`src/sv/pccc_pkg.sv`:
```
// Shared types and constants for the pixel claim collision checker.
// Used by every module of the block; depends on nothing else.
`default_nettype none

package pccc_pkg;

  // Field widths of one input transaction and one result transaction
  localparam int COORD_W  = 16;
  localparam int SIZE_W   = 8;
  localparam int CAMSEL_W = 2;
  localparam int OWNER_W  = 16;
  localparam int PIX_W    = 14;
  localparam int PROD_W   = 2 * SIZE_W;
  // Map entry: claimed bit on top of the owner
  localparam int ENTRY_W  = OWNER_W + 1;

  // Packed stream widths (whole bytes)
  localparam int IN_DATA_W  = 72;
  localparam int OUT_DATA_W = 32;

  // Command codes carried on in_tuser
  localparam logic CMD_CLEAR = 1'b0;
  localparam logic CMD_POINT = 1'b1;

  // One accepted input transaction, unpacked
  typedef struct packed {
    logic                       cmd;
    logic [CAMSEL_W-1:0]        camera;
    logic signed [COORD_W-1:0]  x_pos;
    logic signed [COORD_W-1:0]  y_pos;
    logic [SIZE_W-1:0]          image_width;
    logic [SIZE_W-1:0]          image_height;
    logic [OWNER_W-1:0]         point_index;
  } pccc_item_t;

  // Control and payload that travel with an address through the pipeline
  typedef struct packed {
    logic               valid;
    logic               clear;
    logic [OWNER_W-1:0] point_index;
    logic [PIX_W-1:0]   pix;
  } pccc_tag_t;

  // Top-level sequencer
  typedef enum logic [2:0] {
    ST_INIT  = 3'b001,
    ST_RUN   = 3'b010,
    ST_CLEAR = 3'b100
  } pccc_state_t;

endpackage

`default_nettype wire

```
`src/sv/pccc_coord.sv`:
```
// Address generation: size clamp, rounding, camera wrap, then row*width+col.
// Two pipeline stages that advance together with the rest of the block.
// Depends on pccc_pkg.
`default_nettype none

module pccc_coord #(
  parameter int MAX_CAMERAS = 4,
  parameter int MAX_WIDTH   = 128,
  parameter int MAX_HEIGHT  = 128,
  parameter int ADDR_W      = 16
) (
  input  wire                  clk,
  input  wire                  rst_n,
  input  wire                  adv,
  input  wire                  in_valid,
  input  pccc_pkg::pccc_item_t in_item,
  output pccc_pkg::pccc_tag_t  out_tag,
  output logic [ADDR_W-1:0]    out_addr
);
  import pccc_pkg::*;

  localparam int CAM_SPAN = MAX_WIDTH * MAX_HEIGHT;
  localparam logic [SIZE_W-1:0] W_LIM = SIZE_W'((MAX_WIDTH < 255) ? MAX_WIDTH : 255);
  localparam logic [SIZE_W-1:0] H_LIM = SIZE_W'((MAX_HEIGHT < 255) ? MAX_HEIGHT : 255);
  localparam logic [4:0] CAM_MOD = 5'(MAX_CAMERAS);

  // size forced into 1..lim
  function automatic logic [SIZE_W-1:0] clamp_size(input logic [SIZE_W-1:0] v,
                                                   input logic [SIZE_W-1:0] lim);
    logic [SIZE_W-1:0] s;
    begin
      s = (v == '0) ? SIZE_W'(1) : v;
      if (s > lim) s = lim;
      return s;
    end
  endfunction

  // add one half, truncate, clamp to 0..size-1
  function automatic logic [SIZE_W-1:0] round_clamp(input logic signed [COORD_W-1:0] raw,
                                                    input logic [SIZE_W-1:0] size);
    logic signed [COORD_W:0] s;
    logic [COORD_W-5:0]      p;
    logic [COORD_W-5:0]      lim;
    begin
      s   = {raw[COORD_W-1], raw} + (COORD_W+1)'(8);
      p   = s[COORD_W-1:4];
      lim = (COORD_W-4)'(size - SIZE_W'(1));
      if (s[COORD_W]) p = '0;
      else if (p > lim) p = lim;
      return SIZE_W'(p);
    end
  endfunction

  // ---------------- stage 2: per-axis pixel and camera base ----------------
  logic [SIZE_W-1:0] w_c, h_c, col_c, row_c;
  logic [4:0]        cam_c;
  logic [ADDR_W-1:0] base_c;

  always_comb begin
    w_c   = clamp_size(in_item.image_width, W_LIM);
    h_c   = clamp_size(in_item.image_height, H_LIM);
    col_c = round_clamp(in_item.x_pos, w_c);
    row_c = round_clamp(in_item.y_pos, h_c);
    // camera wraps; at most three subtracts for a 2-bit camera field
    cam_c = 5'(in_item.camera);
    for (int i = 0; i < 3; i++) begin
      if (cam_c >= CAM_MOD) cam_c = cam_c - CAM_MOD;
    end
    base_c = ADDR_W'(cam_c) * ADDR_W'(CAM_SPAN);
  end

  logic              s2_valid_r;
  logic              s2_clear_r;
  logic [OWNER_W-1:0] s2_point_r;
  logic [SIZE_W-1:0] s2_w_r, s2_col_r, s2_row_r;
  logic [ADDR_W-1:0] s2_base_r;

  always_ff @(posedge clk) begin
    if (!rst_n) begin
      s2_valid_r <= 1'b0;
    end else if (adv) begin
      s2_valid_r <= in_valid;
    end
  end

  always_ff @(posedge clk) begin
    if (adv) begin
      s2_clear_r <= (in_item.cmd == CMD_CLEAR);
      s2_point_r <= in_item.point_index;
      s2_w_r     <= w_c;
      s2_col_r   <= col_c;
      s2_row_r   <= row_c;
      s2_base_r  <= base_c;
    end
  end

  // ---------------- stage 3: linear pixel and map address ----------------
  logic [PROD_W-1:0] pix_c;
  pccc_tag_t         s3_tag_nxt;
  pccc_tag_t         s3_tag_r;
  logic [ADDR_W-1:0] s3_addr_nxt;
  logic [ADDR_W-1:0] s3_addr_r;

  always_comb begin
    pix_c = ({{SIZE_W{1'b0}}, s2_row_r} * {{SIZE_W{1'b0}}, s2_w_r})
          + {{SIZE_W{1'b0}}, s2_col_r};
    s3_tag_nxt.valid       = s2_valid_r;
    s3_tag_nxt.clear       = s2_clear_r;
    s3_tag_nxt.point_index = s2_point_r;
    s3_tag_nxt.pix         = s2_clear_r ? '0 : pix_c[PIX_W-1:0];
    s3_addr_nxt            = s2_base_r + ADDR_W'(pix_c);
  end

  always_ff @(posedge clk) begin
    if (!rst_n) begin
      s3_tag_r <= '0;
    end else if (adv) begin
      s3_tag_r <= s3_tag_nxt;
    end
  end

  always_ff @(posedge clk) begin
    if (adv) begin
      s3_addr_r <= s3_addr_nxt;
    end
  end

  assign out_tag  = s3_tag_r;
  assign out_addr = s3_addr_r;

endmodule

`default_nettype wire

```
`config.mk`:
```
export PLATFORM = sky130hd
export DESIGN_NAME = pccc_coord
export DESIGN_NICKNAME = d
export VERILOG_FILES = /design/src/sv/pccc_pkg.sv /design/src/sv/pccc_coord.sv
export SDC_FILE = /design/constraint.sdc
export NUM_CORES = 1
export LEC_CHECK = 0
export BUFFER_PORTS_ARGS = -buffer_cell sky130_fd_sc_hd__clkbuf_2
export CORE_ASPECT_RATIO = 1.5
export CORE_MARGIN = 4
export CORE_UTILIZATION = 62
export CTS_CLUSTER_SIZE = 24
export DETAILED_ROUTE_END_ITERATION = 6
export HOLD_SLACK_MARGIN = 0.12
export PLACE_DENSITY = 0.87
export SLEW_MARGIN = 0
export SYNTH_ARGS = -nofsm -noshare
export SYNTH_HDL_FRONTEND = slang
export SYNTH_SLANG_ARGS = --single-unit
```
`constraint.sdc`:
```
create_clock -name clk -period 12.6 [get_ports clk]
set_input_delay 0 -clock clk [delete_from_list [all_inputs] [get_ports clk]]
set_output_delay 0 -clock clk [all_outputs]
set_load 0.02 [all_outputs]
```
== Word-level counts from Yosys, hierarchy flattened ==
Index checks and enable logic that the tools add are counted.

* Bits of input ports: 71
* Output and inout port bits: 48
* Logic and storage cells: 33
* Flip-flop bits (word level): 92

* $add $sub $neg: 6
* $mul: 1
* Bitwise gates (word level): 1
* Muxes and demuxes: 7
* Order comparisons: 4
* Reductions and logical operators: 2

{| class="wikitable"
|+ Operators with widths
! cell !! number
|-
| $mux 8 || 6
|-
| $add 16x5->17 const B || 2
|-
| $gt 12x12->1 || 2
|-
| $sub 8x1->9 const B || 2
|-
| $add 16x16->16 || 1
|-
| $add 16x8->16 || 1
|-
| $gt 8x8->1 const B || 2
|-
| $logic_not 8->1 || 2
|-
| $mul 8x8->16 || 1
|-
| $mux 14 || 1
|-
| $not 1->1 || 1
|}

== Depth between registers and ports, before layout ==
Gate-level depths: netlist (run 1).

* Word-level depth: 7
* Depth in mapped cells: 20
* Mapped depth without buffers: 20

== Worst setup path before layout (run 1) ==
No wires, ideal clock.

* Path kind: register to register
* Start point: register s2_w_r[7]
* End point: register s3_addr_r[15] (netlist: out_addr[15]), data pin
* Buffers on the path: 0
* Slack: 7.860 ns
* Data arrival time: 4.478 ns
* Required time: 12.338 ns
* Cell stages (with the launch flop): 19
* Library setup time: 0.262 ns
* Period minus slack after synthesis: 4.740 ns
* Cells stage by stage: edfxtp_1 -> and2_1 -> fa_1 -> fa_1 -> fa_1 -> inv_1 -> fa_1 -> inv_1 -> ha_1 -> o21ai_0 -> nand2b_1 -> a31oi_1 -> o21ai_1 -> a21oi_1 -> xnor2_1 -> ha_1 -> xor2_1 -> xnor2_1 -> xnor2_1

* Word-level cells in the longest chain between the ends: 3

{| class="wikitable"
|+ RTL lines
! what !! line !! text
|-
| start: declaration || pccc_coord.sv:75 || <nowiki>logic [SIZE_W-1:0] s2_w_r, s2_col_r, s2_row_r;</nowiki>
|-
| start signal: assignment || pccc_coord.sv:90 || <nowiki>s2_w_r <= w_c;</nowiki>
|-
| $mul 8x8->16 || pccc_coord.sv:105 || <nowiki>pix_c = ({{SIZE_W{1'b0}}, s2_row_r} * {{SIZE_W{1'b0}}, s2_w_r})</nowiki>
|-
| $add 16x8->16 || pccc_coord.sv:106 || <nowiki>+ {{SIZE_W{1'b0}}, s2_col_r};</nowiki>
|-
| $add 16x16->16 || pccc_coord.sv:111 || <nowiki>s3_addr_nxt = s2_base_r + ADDR_W'(pix_c);</nowiki>
|-
| via s3_addr_nxt[15] || pccc_coord.sv:101 || <nowiki>logic [ADDR_W-1:0] s3_addr_nxt;</nowiki>
|-
| end signal: assignment || pccc_coord.sv:124 || <nowiki>s3_addr_r <= s3_addr_nxt;</nowiki>
|-
| end: declaration || pccc_coord.sv:102 || <nowiki>logic [ADDR_W-1:0] s3_addr_r;</nowiki>
|}

The timed path passes the listed nets, and every way through them passes these cells.
A chain may end at the register's enable or synchronous reset.

== Worst setup path after layout (run 1) ==
* Start point: register s2_w_r[4]
* End point: register s3_addr_r[15] (netlist: out_addr[15]), data pin

The elaborated chain is that of the path after synthesis.

==> results of run 1 <==
-- kinds of logic after synthesis --
family,after synthesis,synth area share
AO/OA/AOI/OAI,85,0.0943
XOR/XNOR,37,0.0481
adder cells (fa/ha/maj),109,0.246
buffers and inverters,103,0.0602
flip-flops,92,0.353
multiplexers,22,0.0319
other,1,0.000544
AND/OR/NAND/NOR,213,0.167
-- per-layer routing --
metal,up-vias,routed length [µm],track usage
li1,2535,-,-
met1,2541,5600,0.257
met2,188,8950,0.511
met3,65,788,0.0399
met4,0,660,0.129
met5,-,0,0
-- through the flow --
step	power [µW]	cells	hold WS, ps	instance area, µm²	worst slack [ps]
after global routing	1660	948	158	8130	6940
after floorplan	1040	663	98.9	6900	7860
after CTS	1510	948	131	8130	7380
after global placement	1180	905	177	7570	7530
final	1550	948	121	8130	7200
after detailed placement	1230	905	179	7570	7440
-- power groups by stage --
stage,Combinational [µW],Clock [µW],Sequential [µW]
floorplan,551,0,487
global placement,734,0,441
detailed placement,790,0,445
CTS,813,262,439
global route,938,273,447
finish,844,261,443
-- state kept, by name, summed over array words and instances, names as in the netlist --
name        flops
s2_row_r        8
s2_valid_r      1
s2_clear_r      1
s2_point_r     16
out_tag        32
s2_base_r       2
out_addr       16
s2_col_r        8
s2_w_r          8
-- cell type report --
| type | count | area [µm²] | area share |
|---|---|---|---|
| Sequential cell | 92 | 2430 | 0.299 |
| Timing Repair Buffer | 141 | 851 | 0.105 |
| Clock buffer | 11 | 254 | 0.0312 |
| Clock inverter | 4 | 31.3 | 0.00385 |
| Inverter | 88 | 330 | 0.0406 |
| Multi-Input combinational cell | 468 | 4060 | 0.499 |
| Tap cell | 144 | 180 | 0.0222 |
-- what timing repair did --
action	in CTS	in global routing
gates resized for setup	0	0
hold buffers	28	0
endpoints found under the hold margin	57	0
-- placed cells by master (no fill, tap or decap), types with 10 or more instances in the layout --
cell,count
sky130_fd_sc_hd__clkbuf_2,111
sky130_fd_sc_hd__inv_1,88
sky130_fd_sc_hd__ha_1,65
sky130_fd_sc_hd__edfxtp_1,59
sky130_fd_sc_hd__nand2_1,48
sky130_fd_sc_hd__fa_1,44
sky130_fd_sc_hd__nor2b_1,35
sky130_fd_sc_hd__and2_1,33
sky130_fd_sc_hd__dfxtp_1,33
sky130_fd_sc_hd__dlygate4sd3_1,28
sky130_fd_sc_hd__nor2_1,26
sky130_fd_sc_hd__xnor2_1,26
sky130_fd_sc_hd__mux2i_1,22
sky130_fd_sc_hd__a21oi_1,19
sky130_fd_sc_hd__nand3_1,17
sky130_fd_sc_hd__nor3_1,14
sky130_fd_sc_hd__a211oi_1,13
sky130_fd_sc_hd__xor2_1,10
sky130_fd_sc_hd__clkbuf_16,10
-- path summary, 6_finish.rpt --
check / from / to / slack, ps / depth (start not counted)
worst max-delay path: s2_w_r[4]$_DFFE_PP_ / out_addr[15]$_DFFE_PP_ / 7200 / 19
worst min-delay path: in_item[24] / s2_w_r[0]$_DFFE_PP_ / 120 / 3
worst max register to register: s2_w_r[4]$_DFFE_PP_ / out_addr[15]$_DFFE_PP_ / 7200 / 19
worst min register to register: out_tag[10]$_SDFFE_PN0P_ / out_tag[10]$_SDFFE_PN0P_ / 490 / 1
-- tightest hold or removal path: stages --
cell and delay (ps):
sky130_fd_sc_hd__clkbuf_2 100, sky130_fd_sc_hd__nor2_1 110, sky130_fd_sc_hd__nor2_1 80
==> results.md, run 1 <==
- In this run the count of I/O pins placed on the die edge is 119.
- The sequential power share is 0.286.
- The critical path goes through nand2_1 > fa_1 > fa_1 > inv_1 > fa_1 > inv_1 > fa_1 > inv_1 > ha_1 > o21ai_0 > nand2b_1 > a31oi_1 > o21ai_1 > a21oi_1 > xnor2_1 > ha_1 > xor2_1 > xnor2_1 > xnor2_1.
- Of all flip-flops after synthesis, the portion carrying an async set or reset was 0.
- The iteration-0 DRC count of the detailed router is 220.
- The floorplan has 46 rows.
- The class of the tightest hold or removal check is input pin to register.
- The power per standard cell area is 190 nW/µm².
- For this design, the sink count on the clock tree is 92.
- The category of cells accounting for the largest share of critical-path delay is adder cells.
- The die is 137 µm tall.
- The share of final-layout standard cells stronger than drive strength 1 is 0.185.
- The max-slew headroom at the worst pin is 0.553.
- Ranked by total cell area, the synthesized netlist is headed by sky130_fd_sc_hd__edfxtp_1, sky130_fd_sc_hd__fa_1, sky130_fd_sc_hd__ha_1, sky130_fd_sc_hd__dfxtp_1, sky130_fd_sc_hd__inv_1.
- Across the run, the number of max-cap violations was 0.
- Relative to the synthesized area, the layout overhead comes to 17.9%.
- The full die area is 12900 µm².
- The first global-routing pass estimated 25.9 mm of wire.
- The floorplan step set the die width to 94.1 µm.
- Of the total power, the share spent switching nets is 0.423.
- Counting instances in the post-synthesis netlist gives the leading cell types as sky130_fd_sc_hd__inv_1, sky130_fd_sc_hd__ha_1, sky130_fd_sc_hd__edfxtp_1, sky130_fd_sc_hd__nand2_1, sky130_fd_sc_hd__fa_1.
- The portion of total power attributed to the clock network is 0.168.
- The post-route DRC violation count is 0.
- For the pin with the worst max-slew slack, the measured transition is 671 ps.
- The setup clock skew after layout is 7.02 ps.
- The share of the cycle needed by the critical path after routing is 0.429.
- The worst setup path is launched from a register.
- The sequential fraction of the synthesis area is 0.353.
- Post-CTS timing repair inserted 0 buffers for setup.
- The filler cells instantiated in the layout total 689.
- The most frequent cell on the critical path is sky130_fd_sc_hd__fa_1.
- Synthesis produced 662 cells.
- The flip-flop cell with the highest count after synthesis is sky130_fd_sc_hd__edfxtp_1.
- The detailed placement HPWL is 11.6 mm.
- The residual overflow from global routing is 0.
- Among all stages on the critical path, the largest delay is contributed by sky130_fd_sc_hd__fa_1.
- The later pin in the worst-skew pair is clocked with a latency of 350 ps.
- The worst setup path is captured at a register.
- Of all nets on the critical path, the largest fanout is 8.
- The longest clock path from root to sink contains 2 buffers.
- The synthesis warning total is 0.
- The synthesized area per cell is 10.4 µm².
- The congestion estimate from routability-driven global placement came to 0.959.
- The number of vias per cell is 5.62.
- The total count of max-transition violations in the final report came to 0.
- The routed design has 16.0 mm of wire.
- The number of global-route vias before repair was 5693.
- After clock tree synthesis, the clock-pin slew on the worst setup and hold paths is 60 ps.
- For this run, the total global-route usage over all layers was measured as 0.260.
- Counting both buffers and inverters, the worst setup path holds a total of 3.
- The post-synthesis cell area is 6900 µm².
- The repair_antennas step left the layout with diodes totalling 0.
- Yosys instantiated no cell more often than sky130_fd_sc_hd__inv_1.
- For this design the total switching power over the nets is 654 µW.
- The largest single stage delay on the critical path is 540 ps.
- Counting the buffers created by CTS gives 9.
- For this configuration, the core starts out at a cell density of 0.644.
- Entering global routing, the biggest net connects 49 pins.
- The clock tree synthesis step divided the H-tree into 3 levels.
- Setup repair after global routing left no endpoint under its margin.
- The minimum clock period is 5400 ps.
- The root buffer cell chosen for the clock tree is sky130_fd_sc_hd__clkbuf_16.
- The flow ran to the end, and the final reports show no timing, DRC or antenna violations.
- Of the total power, combinational logic draws 0.545.
- The CTS tree is done.
- The number of iterations in the first detailed-routing pass is 4.
- The worst setup path category is register to register.
- The number of antenna-violating nets in the routed design is 0.
- The required arrival time at the worst endpoint is 12690 ps.
- The dominant cell type by area after synthesis is sky130_fd_sc_hd__edfxtp_1.
- For this run, the top clock speed supported by timing is 0.185 GHz.
- The count of buffers from port buffering is 112.
- The distinct cell type count after synthesis is 63.
- Synthesis inferred 92 register bits.
- The routed wire length per instance is 16.9 µm.
- The arrival time of data at the critical path endpoint is 5490 ps.
- The floorplan core area is 10700 µm².
- The setup TNS is 0 ps.
- The analysis attributes to cell leakage a power of 0.00374 µW.
- The count of flip-flops with a built-in enable after synthesis is 59.
- The core utilization of the finished layout is 0.760.
- The count of nets after finishing is 980.
- The initial antenna violation count is 0.
- The final hold violation count is 0.
- The peak supply drop is 91.0 µV.
- The routed layout has 5329 vias.
- The count of final setup violators is 0.
- The internal portion of the total power is 894 µW.
- The proportion of netlist area held by the largest area contributor is 0.257.
Note: power is estimated with default switching activity, not from simulation.
==> inputs of run 2 (changes only) <==
--- a/config.mk
+++ b/config.mk
@@ -8,11 +8,11 @@
 export BUFFER_PORTS_ARGS = -buffer_cell sky130_fd_sc_hd__clkbuf_2
 export CORE_ASPECT_RATIO = 1.5
 export CORE_MARGIN = 4
-export CORE_UTILIZATION = 62
+export CORE_UTILIZATION = 58
 export CTS_CLUSTER_SIZE = 24
 export DETAILED_ROUTE_END_ITERATION = 6
 export HOLD_SLACK_MARGIN = 0.12
-export PLACE_DENSITY = 0.87
+export PLACE_DENSITY = 0.82
 export SLEW_MARGIN = 0
 export SYNTH_ARGS = -nofsm -noshare
 export SYNTH_HDL_FRONTEND = slang
==> constraint.sdc (replaced) <==
create_clock -name clk -period 4.98 [get_ports clk]
set_input_delay 0 -clock clk [delete_from_list [all_inputs] [get_ports clk]]
set_output_delay 0 -clock clk [all_outputs]
set_load 0.02 [all_outputs]
==> results.md, run 2 (synthesized netlist as in run 1, its figures left out) <==
- The max-capacitance violation count came to 0 (unchanged).
- The maximum buffer depth of the clock tree is 2 (unchanged).
- The capturing point of the worst reg2reg path is out_addr[15]$_DFFE_PP_ (unchanged).
- The startpoint of the worst register-to-register path was s2_w_r[1]$_DFFE_PP_ (was s2_w_r[4]$_DFFE_PP_).
- The post-route standard cell area excluding fillers is 8370 µm² (was 8130 µm²).
- The standard cell with the maximum stage delay on the critical path is sky130_fd_sc_hd__fa_1 (unchanged).
- The buffer type at the clock tree root is sky130_fd_sc_hd__clkbuf_16 (unchanged).
- The highest cell delay on the worst timing path is 520 ps (was 540 ps).
- The arrival time of data at the critical path endpoint is 4940 ps (was 5490 ps).
- The post-route DRC violation count is 0 (unchanged).
- The x dimension of the die is 97.1 µm (was 94.1 µm).
- The placed cell area is 7640 µm² (was 7570 µm²).
- The power per standard cell area was 491 nW/µm² (was 190 nW/µm²).
- The total count of max-transition violations in the final report was 0 (unchanged).
- The class of the tightest hold or removal check is input pin to register (unchanged).
- The number of rows in the core area came to 48 (was 46).
- The maximum number of pins on one net before global-route repair is 48 (was 49).
- The reg2reg setup slack came to 140 ps (was 7200 ps).
- The number of iterations in the first detailed-routing pass was 6 (was 4).
- The iteration-0 DRC count of the detailed router is 112 (was 220).
- The number of vias per cell came to 5.33 (was 5.62).
- The CTS clock-pin slew for the worst setup and hold paths came to 70 ps (was 60 ps).
- The insertion delay of the later-clocked pin in the worst-skew pair is 350 ps (about the same).
- The count of final setup violators is 0 (unchanged).
- The achievable frequency was 0.206 GHz (was 0.185 GHz).
- The startpoint of the most critical hold path is in_item[59] (was in_item[24]).
- The routed wire length per instance is 14.8 µm (was 16.9 µm).
- The sink of the worst hold path is s2_col_r[7]$_SDFFCE_PP0P_ (was s2_w_r[0]$_DFFE_PP_).
- Commonest cells after routing, fill and taps aside: sky130_fd_sc_hd__clkbuf_2, sky130_fd_sc_hd__inv_1, sky130_fd_sc_hd__ha_1 (unchanged).
- The required arrival time at the worst endpoint is 5080 ps (was 12690 ps).
- The full die area was 13700 µm² (was 12900 µm²).
- The minimum clock period is 4840 ps (was 5400 ps).
- The floorplan core area is 11600 µm² (was 10700 µm²).
- The number of primary I/O pins came to 119 (unchanged).
- The final hold violation count was 0 (unchanged).
- The cell leakage power came to 0.00384 µW (was 0.00374 µW).
- The transition time at the pin with the least slew margin is 605 ps (was 671 ps).
- The setup clock skew after layout is 8.26 ps (was 7.02 ps).
- The setup TNS is 0 ps (unchanged).
- The largest fanout on the critical path is 7 (was 8).
- The number of fill cells was 796 (was 689).
- The max-slew headroom at the worst pin is 0.595 (was 0.553).
- The initial antenna violation count is 0 (unchanged).
- The share of the cycle needed by the critical path after routing is 0.973 (was 0.429).
- Critical path, cell by cell: nand2_1 > fa_1 > fa_1 > inv_1 > ha_1 > inv_1 > fa_1 > inv_1 > ha_1 > a211oi_2 > o21ai_2 > a31oi_4 > o21ai_2 > a21oi_2 > xnor2_1 > ha_2 > xor2_2 > xnor2_1 > xnor2_1 (was nand2_1 > fa_1 > fa_1 > inv_1 > fa_1 > inv_1 > fa_1 > inv_1 > ha_1 > o21ai_0 > nand2b_1 > a31oi_1 > o21ai_1 > a21oi_1 > xnor2_1 > ha_1 > xor2_1 > xnor2_1 > xnor2_1).
- The total number of clock tree sinks is 92 (unchanged).
- The peak supply drop was 294 µV (was 91.0 µV).
- Status: complete, no violations (unchanged).
- The CTS tree is done (unchanged).
- The total wire length after detailed routing is 14.4 mm (was 16.0 mm).
- The startpoint type of the worst setup path is a register (unchanged).
- The category of the worst setup path capture point is a register (unchanged).
- The number of antenna-violating nets in the routed design was 0 (unchanged).
- The worst setup path category is register to register (unchanged).
- The share of final-layout standard cells stronger than drive strength 1 is 0.226 (was 0.185).
- The count of cells along the worst hold path is 3 (unchanged).
- The commonest non-fill, non-tap cell in the layout was sky130_fd_sc_hd__clkbuf_2 (unchanged).
- The count of buffers from port buffering is 112 (unchanged).
- The number of global-route vias before repair is 5406 (was 5693).
- The total inserted antenna cells was 0 (unchanged).
- The first-pass GRT wire length is 24.1 mm (was 25.9 mm).
- The count of nets after finishing is 997 (was 980).
- The effective utilization at floorplan is 0.595 (was 0.644).
- The number of flip-flops in the largest register is 32 (unchanged).
- The number of buffers created by CTS was 9 (unchanged).
- The total number of vias came to 5178 (was 5329).
- The detailed placement HPWL is 11.3 mm (was 11.6 mm).
- The total routing usage reported by global routing is 0.213 (was 0.260).
- The relative area change from synthesis to final layout is 21.3% (was 17.9%).
- The routability-driven placement congestion ratio is 0.896 (was 0.959).
- The number of H-tree levels is 3 (unchanged).
- The die span in y came to 142 µm (was 137 µm).
- The worst reg-to-reg path cell count was 19 (unchanged).
- The residual overflow from global routing was 0 (unchanged).
-- run 2: changes by cell type in the layout (fill, tap and decap cells not counted), moves of 2 or more --
cell | before | now
sky130_fd_sc_hd__ha_4 | 0 | 3
sky130_fd_sc_hd__and2_4 | 0 | 6
sky130_fd_sc_hd__and2_1 | 33 | 27
sky130_fd_sc_hd__o21ai_2 | 0 | 4
sky130_fd_sc_hd__ha_1 | 65 | 61
sky130_fd_sc_hd__clkinv_2 | 0 | 2
sky130_fd_sc_hd__o21ai_1 | 5 | 2
sky130_fd_sc_hd__buf_4 | 2 | 18
-- run 2: report_power, final --
group | leakage, µW | total, µW | internal [µW] | switching [µW]
Clock | 0.000140 | 639 | 354 | 286
Combinational | 0.00286 | 2370 | 1050 | 1320
Sequential | 0.000845 | 1110 | 1040 | 66.8
Total | 0.00384 | 4110 | 2440 | 1670
-- run 2: routing by layer --
metal,track usage,wire [µm]
met2,0.416,8020
met1,0.224,5430
met4,0.0791,339
met3,0.0413,586
met5,0,0
-- run 2: per-stage QoR --
step | instances | utilization | hold slack (ps) | setup WS, ps | total power, µW
global placement | 919 | 0.659 | 177 | 95.9 | 3080
CTS | 964 | 0.709 | 137 | 4.75 | 3910
finish | 972 | 0.722 | 152 | 137 | 4110
floorplan | 663 | - | 98.9 | 240 | 2630
detailed placement | 919 | 0.659 | 179 | -33.1 | 3170
global route | 972 | 0.722 | 184 | -64.5 | 4470
-- run 2: what timing repair did --
| item | 4_1_cts | 5_1_grt |
|---|---|---|
| pin swaps | 1 | 21 |
| buffers inserted | 0 | 8 |
| resized for setup | 2 | 22 |
| hold buffers | 29 | 0 |
| setup endpoints to repair | 1 | 1 |
| hold endpoints to repair | 28 | 0 |
-- run 2: worst max-delay path, delay by kind of cell (launching register included) --
kind,cells,cell delay [ps]
AO/OA/AOI/OAI,5,930
XOR/XNOR,4,540
adder cells (fa/ha/maj),6,2330
buffers and inverters,3,150
flip-flops,1,500
AND/OR/NAND/NOR,1,120
-- run 2: worst max-delay path by stage --
stage | end | slack, ps | start | depth (start not counted)
after global routing | out_addr[15]$_DFFE_PP_ | -60 | s2_w_r[1]$_DFFE_PP_ | 19
final | out_addr[15]$_DFFE_PP_ | 140 | s2_w_r[1]$_DFFE_PP_ | 19
after floorplan | out_addr[15]$_DFFE_PP_ | 240 | s2_w_r[7]$_DFFE_PP_ | 18
after CTS | out_addr[15]$_DFFE_PP_ | 5 | s2_row_r[1]$_SDFFCE_PP0P_ | 19
after detailed placement | out_addr[15]$_DFFE_PP_ | -30 | s2_row_r[1]$_SDFFCE_PP0P_ | 18
after global placement | out_addr[15]$_DFFE_PP_ | 100 | s2_row_r[1]$_SDFFCE_PP0P_ | 18
-- run 2: final cells by class --
| class | instances | area (µm²) | share of cell area |
|---|---|---|---|
| timing repair buffer | 158 | 981 | 0.117 |
| inverter | 88 | 330 | 0.0395 |
| tap | 150 | 188 | 0.0224 |
| clock inverter | 5 | 36.3 | 0.00433 |
| clock buffer | 11 | 243 | 0.0290 |
| multi-input combinational | 468 | 4160 | 0.497 |
| sequential | 92 | 2430 | 0.291 |
